$ cat src/design/evd_pkg.sv
// evd_pkg: shared types and constants for the EDF-VD schedulability check
// no dependencies
`default_nettype none
package evd_pkg;
   localparam int EVD_LEVELS_DEF = 4;
   localparam int SUM_W          = 24;
   localparam int VAL_W          = 17;
   localparam int X_W            = 32;
   localparam int CORE_W         = 4;
   localparam int LVL_W          = 2;
   localparam logic [VAL_W-1:0] ONE_Q16 = 17'h10000;
   localparam logic [SUM_W-1:0] SUM_MAX = 24'hFFFFFF;
   localparam logic [X_W-1:0]   X_MAX   = 32'hFFFFFFFF;
   localparam int DIV_STEPS = X_W + 1;
   localparam int DCNT_W    = 6;

   typedef enum logic [1:0] {
      VERDICT_INFEAS  = 2'd0,
      VERDICT_EDF     = 2'd1,
      VERDICT_VD      = 2'd2,
      VERDICT_UNSCHED = 2'd3
   } verdict_type;

   typedef enum logic [3:0] {
      ST_IDLE, ST_SWEEP, ST_CHECK, ST_K_READ, ST_K_MUL1, ST_K_MUL2,
      ST_K_CMP, ST_DIV, ST_DONE
   } state_type;

   // controller to datapath
   typedef struct packed {
      logic        acc;
      logic        init;
      logic        sweep;
      logic        k_read;
      logic        mul1;
      logic        mul2;
      logic        k_next;
      logic        div_init;
      logic        div_step;
      logic        emit;
      verdict_type verdict;
   } cmd_type;

   // datapath to controller
   typedef struct packed {
      logic sweep_end;
      logic fail;
      logic diag_ok;
      logic skip;
      logic pass;
      logic k_last;
      logic div_done;
   } status_type;
endpackage
`default_nettype wire

$ cat src/design/edf_vd_schedulability_check.sv
// edf_vd_schedulability_check: top level joining controller and datapath
// depends on evd_pkg, evd_ctrl, evd_dp
//
// channel   dir  handshake              payload
// request   in   start & !busy          req_task_level/core, req_util_level/value, req_last_item
// result    out  rsp_valid (1 cycle)    rsp_verdict, rsp_scale, rsp_switch_level
// csr       in   csr_valid & csr_ready  csr_data (core select)
//
// a request without last item is only accumulated; busy stays low
// a last-item request runs the test: a sweep of the matrix, one check, then per level
// tried a read, two multiplies and a compare (only the read and first multiply for a
// skipped level), the divider when a level passes, and the result state
// synchronous reset clears the matrix, core select and control; csr is always ready
// the receiver cannot stall; the result is shown for one cycle only
`default_nettype none
module edf_vd_schedulability_check #(
   parameter int LEVELS = evd_pkg::EVD_LEVELS_DEF
) (
   input  wire logic                       clock,
   input  wire logic                       reset,
   input  wire logic                       start,
   output logic                            busy,
   input  wire logic [evd_pkg::LVL_W-1:0]  req_task_level,
   input  wire logic [evd_pkg::CORE_W-1:0] req_task_core,
   input  wire logic [evd_pkg::LVL_W-1:0]  req_util_level,
   input  wire logic [evd_pkg::VAL_W-1:0]  req_util_value,
   input  wire logic                       req_last_item,
   output logic                            rsp_valid,
   output logic [1:0]                      rsp_verdict,
   output logic [evd_pkg::X_W-1:0]         rsp_scale,
   output logic [evd_pkg::LVL_W-1:0]       rsp_switch_level,
   input  wire logic                       csr_valid,
   output logic                            csr_ready,
   input  wire logic [evd_pkg::CORE_W-1:0] csr_data
);
   import evd_pkg::*;

   cmd_type    cmd;
   status_type status;

   assign csr_ready = 1'b1;

   // sequencing
   evd_ctrl u_ctrl (
      .clock     (clock),
      .reset     (reset),
      .start     (start),
      .last_item (req_last_item),
      .busy      (busy),
      .cmd       (cmd),
      .status    (status)
   );

   // matrix and arithmetic
   evd_dp #(.LEVELS(LEVELS)) u_dp (
      .clock            (clock),
      .reset            (reset),
      .cmd              (cmd),
      .status           (status),
      .req_task_level   (req_task_level),
      .req_task_core    (req_task_core),
      .req_util_level   (req_util_level),
      .req_util_value   (req_util_value),
      .csr_valid        (csr_valid),
      .csr_data         (csr_data),
      .rsp_valid        (rsp_valid),
      .rsp_verdict      (rsp_verdict),
      .rsp_scale        (rsp_scale),
      .rsp_switch_level (rsp_switch_level)
   );
endmodule
`default_nettype wire

$ cat src/design/evd_dp.sv
// evd_dp: utilisation matrix, test sums, multiplier and shift-subtract divider
// depends on evd_pkg
`default_nettype none
module evd_dp #(
   parameter int LEVELS = evd_pkg::EVD_LEVELS_DEF
) (
   input  wire logic                       clock,
   input  wire logic                       reset,
   input  wire evd_pkg::cmd_type           cmd,
   output evd_pkg::status_type             status,
   input  wire logic [evd_pkg::LVL_W-1:0]  req_task_level,
   input  wire logic [evd_pkg::CORE_W-1:0] req_task_core,
   input  wire logic [evd_pkg::LVL_W-1:0]  req_util_level,
   input  wire logic [evd_pkg::VAL_W-1:0]  req_util_value,
   input  wire logic                       csr_valid,
   input  wire logic [evd_pkg::CORE_W-1:0] csr_data,
   output logic                            rsp_valid,
   output logic [1:0]                      rsp_verdict,
   output logic [evd_pkg::X_W-1:0]         rsp_scale,
   output logic [evd_pkg::LVL_W-1:0]       rsp_switch_level
);
   import evd_pkg::*;

   localparam int IDX_W  = (LEVELS > 1) ? $clog2(LEVELS) : 1;
   localparam int ACC_W  = SUM_W + IDX_W;
   localparam int PROD_W = ACC_W + VAL_W + 1;
   localparam logic [IDX_W-1:0] LAST_IDX = IDX_W'(LEVELS - 1);
   localparam logic [IDX_W-1:0] KLAST_IDX = IDX_W'(LEVELS - 2);

   logic [SUM_W-1:0]  mat_ff [LEVELS][LEVELS];
   logic [VAL_W-1:0]  colsum_ff [LEVELS];
   logic [CORE_W-1:0] core_ff;
   logic [IDX_W-1:0]  row_ff, col_ff, k_ff;
   logic [ACC_W-1:0]  colacc_ff, diag_ff, ll_ff, hh_ff;
   logic              fail_ff, skip_ff;
   logic [VAL_W-1:0]  hl_ff, d_ff;
   logic [PROD_W-1:0] prod_ff;
   logic [VAL_W:0]    rem_ff;
   logic [X_W:0]      num_ff;
   logic [DCNT_W-1:0] dcnt_ff;
   logic              rsp_valid_ff;
   verdict_type       verdict_ff;
   logic [X_W-1:0]    x_ff;
   logic [LVL_W-1:0]  k_out_ff;

   logic [IDX_W-1:0]  rd_row, rd_col, in_row, in_col;
   logic [SUM_W-1:0]  rd;
   logic [SUM_W:0]    acc_sum;
   logic              in_hit;
   logic [ACC_W-1:0]  colacc_in, ll_in;
   logic [VAL_W:0]    trial;
   logic [VAL_W:0]    trial_sub;
   logic [PROD_W-1:0] bound;
   logic [2*VAL_W-1:0]      prod_hl;
   logic [ACC_W+VAL_W-1:0]  prod_hh;

   // single read port of the matrix
   assign in_row = IDX_W'(req_task_level);
   assign in_col = IDX_W'(req_util_level);
   always_comb begin
      rd_row = in_row;
      rd_col = in_col;
      if (cmd.sweep) begin
         rd_row = row_ff;
         rd_col = col_ff;
      end else if (cmd.k_read) begin
         rd_row = k_ff;
         rd_col = k_ff;
      end
   end
   assign rd = mat_ff[rd_row][rd_col];

   // accumulate one request with saturation
   assign in_hit = (req_task_core == core_ff) && (32'(req_task_level) < LEVELS)
                   && (32'(req_util_level) < LEVELS);
   assign acc_sum = {1'b0, rd} + (SUM_W+1)'(req_util_value);

   always_ff @(posedge clock) begin
      if (reset || cmd.emit) begin
         for (int r = 0; r < LEVELS; r++)
            for (int c = 0; c < LEVELS; c++)
               mat_ff[r][c] <= '0;
      end else if (cmd.acc && in_hit) begin
         mat_ff[in_row][in_col] <= acc_sum[SUM_W] ? SUM_MAX : acc_sum[SUM_W-1:0];
      end
   end

   // core select register
   always_ff @(posedge clock) begin
      if (reset) begin
         core_ff <= '0;
      end else if (csr_valid) begin
         core_ff <= csr_data;
      end
   end

   // column sums and diagonal sweep
   assign colacc_in = (row_ff == col_ff) ? ACC_W'(rd) : colacc_ff + ACC_W'(rd);
   assign ll_in     = ll_ff + ACC_W'(rd);

   always_ff @(posedge clock) begin
      if (cmd.init) begin
         row_ff  <= '0;
         col_ff  <= '0;
         diag_ff <= '0;
         fail_ff <= 1'b0;
         k_ff    <= '0;
         ll_ff   <= '0;
      end else if (cmd.sweep) begin
         colacc_ff <= colacc_in;
         if (row_ff == col_ff)
            diag_ff <= diag_ff + ACC_W'(rd);
         if (row_ff == LAST_IDX) begin
            // colsum only used when every column passed, so it fits
            colsum_ff[col_ff] <= VAL_W'(colacc_in);
            if (colacc_in > ACC_W'(ONE_Q16))
               fail_ff <= 1'b1;
            col_ff <= col_ff + 1'b1;
            row_ff <= col_ff + 1'b1;
         end else begin
            row_ff <= row_ff + 1'b1;
         end
      end else if (cmd.k_read) begin
         ll_ff   <= ll_in;
         hl_ff   <= colsum_ff[k_ff] - VAL_W'(rd);
         hh_ff   <= diag_ff - ll_in;
         d_ff    <= VAL_W'(ACC_W'(ONE_Q16) - ll_in);
         skip_ff <= ll_in >= ACC_W'(ONE_Q16);
      end else if (cmd.k_next) begin
         k_ff <= k_ff + 1'b1;
      end
   end

   // condition hl*ll + hh*d <= d<<16, one product per cycle
   assign prod_hl = hl_ff * ll_ff[VAL_W-1:0];
   assign prod_hh = hh_ff * d_ff;
   always_ff @(posedge clock) begin
      if (cmd.mul1)
         prod_ff <= PROD_W'(prod_hl);
      else if (cmd.mul2)
         prod_ff <= prod_ff + PROD_W'(prod_hh);
   end
   assign bound = PROD_W'({d_ff, 16'b0});

   // restoring divider, one quotient bit per cycle
   assign trial     = {rem_ff[VAL_W-1:0], num_ff[X_W]};
   assign trial_sub = trial - {1'b0, d_ff};
   always_ff @(posedge clock) begin
      if (reset) begin
         dcnt_ff <= '0;
      end else if (cmd.div_init) begin
         dcnt_ff <= DCNT_W'(DIV_STEPS);
         rem_ff  <= '0;
         num_ff  <= {hl_ff, 16'b0};
      end else if (cmd.div_step) begin
         dcnt_ff <= dcnt_ff - 1'b1;
         if (trial >= {1'b0, d_ff}) begin
            rem_ff <= trial_sub;
            num_ff <= {num_ff[X_W-1:0], 1'b1};
         end else begin
            rem_ff <= trial;
            num_ff <= {num_ff[X_W-1:0], 1'b0};
         end
      end
   end

   // status to the controller
   always_comb begin
      status.sweep_end = (row_ff == LAST_IDX) && (col_ff == LAST_IDX);
      status.fail      = fail_ff;
      status.diag_ok   = diag_ff <= ACC_W'(ONE_Q16);
      status.skip      = skip_ff;
      status.pass      = prod_ff <= bound;
      status.k_last    = k_ff == KLAST_IDX;
      status.div_done  = dcnt_ff == '0;
   end

   // result register
   always_ff @(posedge clock) begin
      if (reset)
         rsp_valid_ff <= 1'b0;
      else
         rsp_valid_ff <= cmd.emit;
   end
   always_ff @(posedge clock) begin
      if (cmd.emit) begin
         verdict_ff <= cmd.verdict;
         case (cmd.verdict)
            VERDICT_EDF: begin
               x_ff     <= X_W'(ONE_Q16);
               k_out_ff <= LVL_W'(LEVELS - 1);
            end
            VERDICT_VD: begin
               x_ff     <= num_ff[X_W] ? X_MAX : num_ff[X_W-1:0];
               k_out_ff <= LVL_W'(k_ff);
            end
            default: begin
               x_ff     <= '0;
               k_out_ff <= '0;
            end
         endcase
      end
   end

   assign rsp_valid        = rsp_valid_ff;
   assign rsp_verdict      = verdict_ff;
   assign rsp_scale        = x_ff;
   assign rsp_switch_level = k_out_ff;
endmodule
`default_nettype wire

$ cat src/design/evd_ctrl.sv
// evd_ctrl: state machine sequencing intake, sweep, per-level test and divide
// depends on evd_pkg
`default_nettype none
module evd_ctrl (
   input  wire logic                clock,
   input  wire logic                reset,
   input  wire logic                start,
   input  wire logic                last_item,
   output logic                     busy,
   output evd_pkg::cmd_type         cmd,
   input  wire evd_pkg::status_type status
);
   import evd_pkg::*;

   state_type   state_ff, state_in;
   verdict_type verdict_ff, verdict_in;
   logic        accept;

   assign accept = start && !busy;
   assign busy   = state_ff != ST_IDLE;

   // next state
   always_comb begin
      state_in   = state_ff;
      verdict_in = verdict_ff;
      case (state_ff)
         ST_IDLE:   if (accept && last_item) state_in = ST_SWEEP;
         ST_SWEEP:  if (status.sweep_end) state_in = ST_CHECK;
         ST_CHECK: begin
            if (status.fail) begin
               state_in   = ST_DONE;
               verdict_in = VERDICT_INFEAS;
            end else if (status.diag_ok) begin
               state_in   = ST_DONE;
               verdict_in = VERDICT_EDF;
            end else begin
               state_in = ST_K_READ;
            end
         end
         ST_K_READ: state_in = ST_K_MUL1;
         ST_K_MUL1: begin
            if (!status.skip) begin
               state_in = ST_K_MUL2;
            end else if (status.k_last) begin
               state_in   = ST_DONE;
               verdict_in = VERDICT_UNSCHED;
            end else begin
               state_in = ST_K_READ;
            end
         end
         ST_K_MUL2: state_in = ST_K_CMP;
         ST_K_CMP: begin
            if (status.pass) begin
               state_in = ST_DIV;
            end else if (status.k_last) begin
               state_in   = ST_DONE;
               verdict_in = VERDICT_UNSCHED;
            end else begin
               state_in = ST_K_READ;
            end
         end
         ST_DIV: begin
            if (status.div_done) begin
               state_in   = ST_DONE;
               verdict_in = VERDICT_VD;
            end
         end
         ST_DONE:   state_in = ST_IDLE;
         default:   state_in = ST_IDLE;
      endcase
   end

   always_ff @(posedge clock) begin
      if (reset) begin
         state_ff   <= ST_IDLE;
         verdict_ff <= VERDICT_INFEAS;
      end else begin
         state_ff   <= state_in;
         verdict_ff <= verdict_in;
      end
   end

   // commands
   always_comb begin
      cmd         = '0;
      cmd.verdict = verdict_ff;
      case (state_ff)
         ST_IDLE: begin
            cmd.acc  = accept;
            cmd.init = accept && last_item;
         end
         ST_SWEEP:  cmd.sweep = 1'b1;
         ST_K_READ: cmd.k_read = 1'b1;
         ST_K_MUL1: begin
            cmd.mul1   = 1'b1;
            cmd.k_next = status.skip && !status.k_last;
         end
         ST_K_MUL2: cmd.mul2 = 1'b1;
         ST_K_CMP: begin
            cmd.div_init = status.pass;
            cmd.k_next   = !status.pass && !status.k_last;
         end
         ST_DIV:    cmd.div_step = !status.div_done;
         ST_DONE:   cmd.emit = 1'b1;
         default:   cmd = '0;
      endcase
   end

`ifndef SYNTHESIS
   a_emit_single: assert property (@(posedge clock) disable iff (reset)
      cmd.emit |=> !cmd.emit) else $error("result emitted twice");
   a_last_busy: assert property (@(posedge clock) disable iff (reset)
      (accept && last_item) |=> busy) else $error("last request did not start test");
   a_div_done: assert property (@(posedge clock) disable iff (reset)
      (state_ff == ST_DIV && status.div_done) |=> cmd.emit)
      else $error("divide finished without result");
   a_no_acc_busy: assert property (@(posedge clock) disable iff (reset)
      busy |-> !cmd.acc) else $error("accumulate while busy");
`endif
endmodule
`default_nettype wire
$ cat config.mk
export PLATFORM = sky130hd
export DESIGN_NAME = edf_vd_schedulability_check
export DESIGN_NICKNAME = d
export VERILOG_FILES = /design/src/design/evd_pkg.sv /design/src/design/edf_vd_schedulability_check.sv /design/src/design/evd_dp.sv /design/src/design/evd_ctrl.sv
export SDC_FILE = /design/constraint.sdc
export NUM_CORES = 2
export LEC_CHECK = 0
export BUFFER_PORTS_ARGS = -buffer_cell sky130_fd_sc_hd__buf_2
export CAP_MARGIN = 20
export CORE_ASPECT_RATIO = 1.75
export CORE_MARGIN = 4
export CORE_UTILIZATION = 55
export DETAILED_ROUTE_END_ITERATION = 10
export GPL_ROUTABILITY_DRIVEN = 0
export MAX_ROUTING_LAYER = met4
export PLACE_DENSITY = 0.71
export RECOVER_POWER = 25
export SETUP_SLACK_MARGIN = 0.2
export SYNTH_ARGS = -nofsm -noshare
export SYNTH_HDL_FRONTEND = slang
export SYNTH_SLANG_ARGS = --single-unit
export TNS_END_PERCENT = 5
$ cat constraint.sdc
create_clock -name clock -period 20 [get_ports clock]
set_input_delay 1 -clock clock [delete_from_list [all_inputs] [get_ports clock]]
set_output_delay 1 -clock clock [all_outputs]
set_load 0.01 [all_outputs]
==> flow_metrics.tcl <==
set metrics [dict create \
    yosys.area.top_type "edfxtp_1" \
    drv_slew 503 \
    htree_levels 3 \
    root_buffer "clkbuf_16" \
    drive_gt1_share_pct 5.30 \
    worstSetupStartpointType "flop" \
    fin_crit_ns 9.83 \
    core-area_mm2 0.114 \
    cap_viol_max_count 16 \
    die_area_mm2 0.120 \
    finalCritPeriodShare_pct 49.2 \
    yosys-top-cells-area "edfxtp_1 (31%), fa_1 (20%), ha_1 (7.9%)" \
    wl_per_cell_um 22.3 \
    clk_pin_slew_ns 0.07 \
    drt_iter0_drc 3525 \
    setup_viol_count_final 0 \
    avgSynthCellArea_um2 9.70 \
    cts_tree "yes" \
    pre_cts_ws_ns 11.34 \
    grt-ovfl-total 0 \
    max_freq_ghz 0.102 \
    final_hold_viol_count 0 \
    p_per_area_mw_per_mm2 179 \
    grt_pass1_vias 49614 \
    cts_hold_buf 0 \
    nets 7496 \
    rsz0062_at_grt "false" \
    die_x_um 264 \
    crit_path_top_delay_cell "nor3b_1" \
    dp_hpwl_mm 129 \
    crit_path_end_kind "flop" \
    cts_max_path_buffers 3 \
    cp.required_ns 20.41 \
    ys.warnings.count 0 \
    holdPathStages 2 \
    power.leakage_nw 29.7 \
    grt_antenna_before_repair 3 \
    ys_seq_area_share_pct 34.2 \
    routed_wl_mm 178 \
    grt_first_pass_wirelength_mm 275 \
    post-synth-top-count-cell "inv_1" \
    ys_top_cells_by_count "inv_1 (948), nand2_1 (898), nor2_1 (688)" \
    grt_usage_pct 30.4 \
    violations "capacitance limit, slew limit" \
    cts_resized 0 \
    rr_worst_depth 28 \
    pin_count 73 \
    fin_ws_ns 10.17 \
    postRouteAntennaNets 0 \
    die_y_um 456 \
    status "complete, but fails checks" \
    synthDistinctLibCells 80 \
    grt_max_degree 129 \
    slowest_delay_ns 1.72 \
    ir_drop_mv 0.299 \
    fin_skew_ns 0.0445 \
    tns_ns 0 \
    min_path_type "flop to flop" \
    relSlewSlack_pct -140 \
    synth_top_area_share_pct 31.4 \
    cts.sinks 747 \
    worstMarginPinSlew_ns 3.60 \
    remaining_drc_errors 0 \
    syn_inst 6494 \
    num_vias 46991 \
    areaGrowthSynthToFinish_pct 6.67 \
    synthArstFlopShare_pct 0 \
    firstDrtPassIters 6 \
    vias_per_cell 5.88 \
    cp_max_fo 34 \
    netlist_area_mm2 0.0630 \
    ys.flop_type "edfxtp_1" \
    clk_latency_ns 0.69 \
    crit_type "flop to flop" \
    syn-num-nets 7559 \
    start_util_pct 55.3 \
    numCtsBuffers 70 \
    utilization_pct 59.0 \
    synth-seq-cells 747 \
    post_cts_buffers 0 \
    io_buffers 71 \
    synth_edf_count 659 \
    rows 164 \
    worst-endpoint-arrival_ns 10.24 \
]
-- critical path, delay by kind of cell (launching register included) --
family,cells,cell delay (ns)
flops,1,0.68
compound gates,12,2.59
fa+ha+maj,2,0.80
mux,1,0.94
xor+xnor,2,0.46
simple gates,8,3.24
buf+inv,3,0.85
-- logic make-up (layout without fill, tap and decap cells) --
group	count (synthesis)	after routing	share of synthesized area [%]
AOI/OAI and AO/OA	825	825	8.38
xor gates and xnor gates	218	218	3.03
adders and majority gates	1031	1031	28.0
buffers and inverters	1263	1257	7.80
DFF	747	747	34.2
muxes	103	103	2.22
other	1	6	0.00595
and+or+nand+nor	2306	2306	16.3
-- stage by stage --
stage          hold WS [ns]  std cells  total power, mW  area, um^2
6_report              0.465       7987             12.0       67200
5_1_grt               0.485       7985             13.0       67200
4_1_cts               0.464       7975             12.0       67200
3_5_place_dp          0.455       7846             10.5       64800
3_3_place_gp          0.446       7845             10.4       64800
2_1_floorplan         0.441       6494             8.24       63000
-- placed cells by master, fill, tap and decap left out, types with 16 or more instances in the layout --
| cell type | count |
|---|---|
| inv_1 | 949 |
| nand2_1 | 883 |
| nor2_1 | 684 |
| edfxtp_1 | 659 |
| fa_1 | 633 |
| ha_1 | 398 |
| and2_1 | 299 |
| a21oi_1 | 272 |
| xnor2_1 | 147 |
| o21ai_0 | 145 |
| nand3_1 | 124 |
| buf_4 | 89 |
| dfxtp_1 | 88 |
| a21o_1 | 87 |
| nor3_1 | 73 |
| clkbuf_16 | 73 |
| xor2_1 | 71 |
| clkbuf_1 | 60 |
| mux2i_1 | 54 |
| a211oi_1 | 48 |
| nor2b_1 | 48 |
| and3_1 | 39 |
| a31oi_1 | 36 |
| buf_2 | 33 |
| nor4_1 | 31 |
| o21a_1 | 30 |
| mux4_2 | 26 |
| nand2b_1 | 25 |
| nand4_1 | 22 |
| o21bai_1 | 22 |
| mux2_2 | 21 |
| a311oi_1 | 18 |
| a2111oi_0 | 16 |
| o22ai_1 | 16 |
| or3_1 | 16 |
-- per-layer routing --
layer,GRT usage (%),routed length [um],up-vias
met5,-,0,-
met3,4.20,10800,781
met2,54.5,93600,1934
met4,21.7,15900,0
met1,30.1,57500,23212
li1,-,-,21064
-- power breakdown --
group	switching [mW]	internal [mW]
Combinational	5.19	3.07
Sequential	0.124	2.23
Clock	0.631	0.812
Total	5.94	6.10
-- final cells by class --
class                           instances  area (um^2)
Fill cell                            9777        46700
Multi-Input combinational cell       4484        36600
Sequential cell                       747        21600
Inverter                              950         3570
Clock buffer                           82         1870
Tap cell                             1494         1870
Timing Repair Buffer                  178         1110
Clock inverter                         47          589
Antenna cell                            5         12.5
-- worst paths after layout --
| check | start | endpoint | slack [ns] |
|---|---|---|---|
| setup / recovery | u_ctrl.state_ff[0] | u_dp.hh_ff[25] | 10.17 |
| hold / removal | u_dp.ll_ff[20] | u_dp.ll_ff[20] | 0.47 |
| setup reg to reg | u_ctrl.state_ff[0] | u_dp.hh_ff[25] | 10.17 |
| hold reg to reg | u_dp.ll_ff[20] | u_dp.ll_ff[20] | 0.47 |
-- registers in the layout, indices dropped and copies added, names as in the netlist, 2 cells and up, named ones only --
| signal | flops |
|---|---|
| u_ctrl.state_ff | 4 |
| u_ctrl.verdict_ff | 2 |
| u_dp.col_ff | 2 |
| u_dp.colacc_ff | 26 |
| u_dp.colsum_ff | 68 |
| u_dp.core_ff | 4 |
| u_dp.d_ff | 17 |
| u_dp.dcnt_ff | 6 |
| u_dp.diag_ff | 26 |
| u_dp.hh_ff | 26 |
| u_dp.hl_ff | 17 |
| u_dp.k_ff | 2 |
| u_dp.ll_ff | 26 |
| u_dp.mat_ff | 384 |
| u_dp.num_ff | 33 |
| u_dp.prod_ff | 44 |
| u_dp.rem_ff | 17 |
| u_dp.row_ff | 2 |
| u_dp.rsp_scale | 32 |
| u_dp.rsp_switch_level | 2 |
| u_dp.rsp_verdict | 2 |
(Power assumes the default switching activity.)
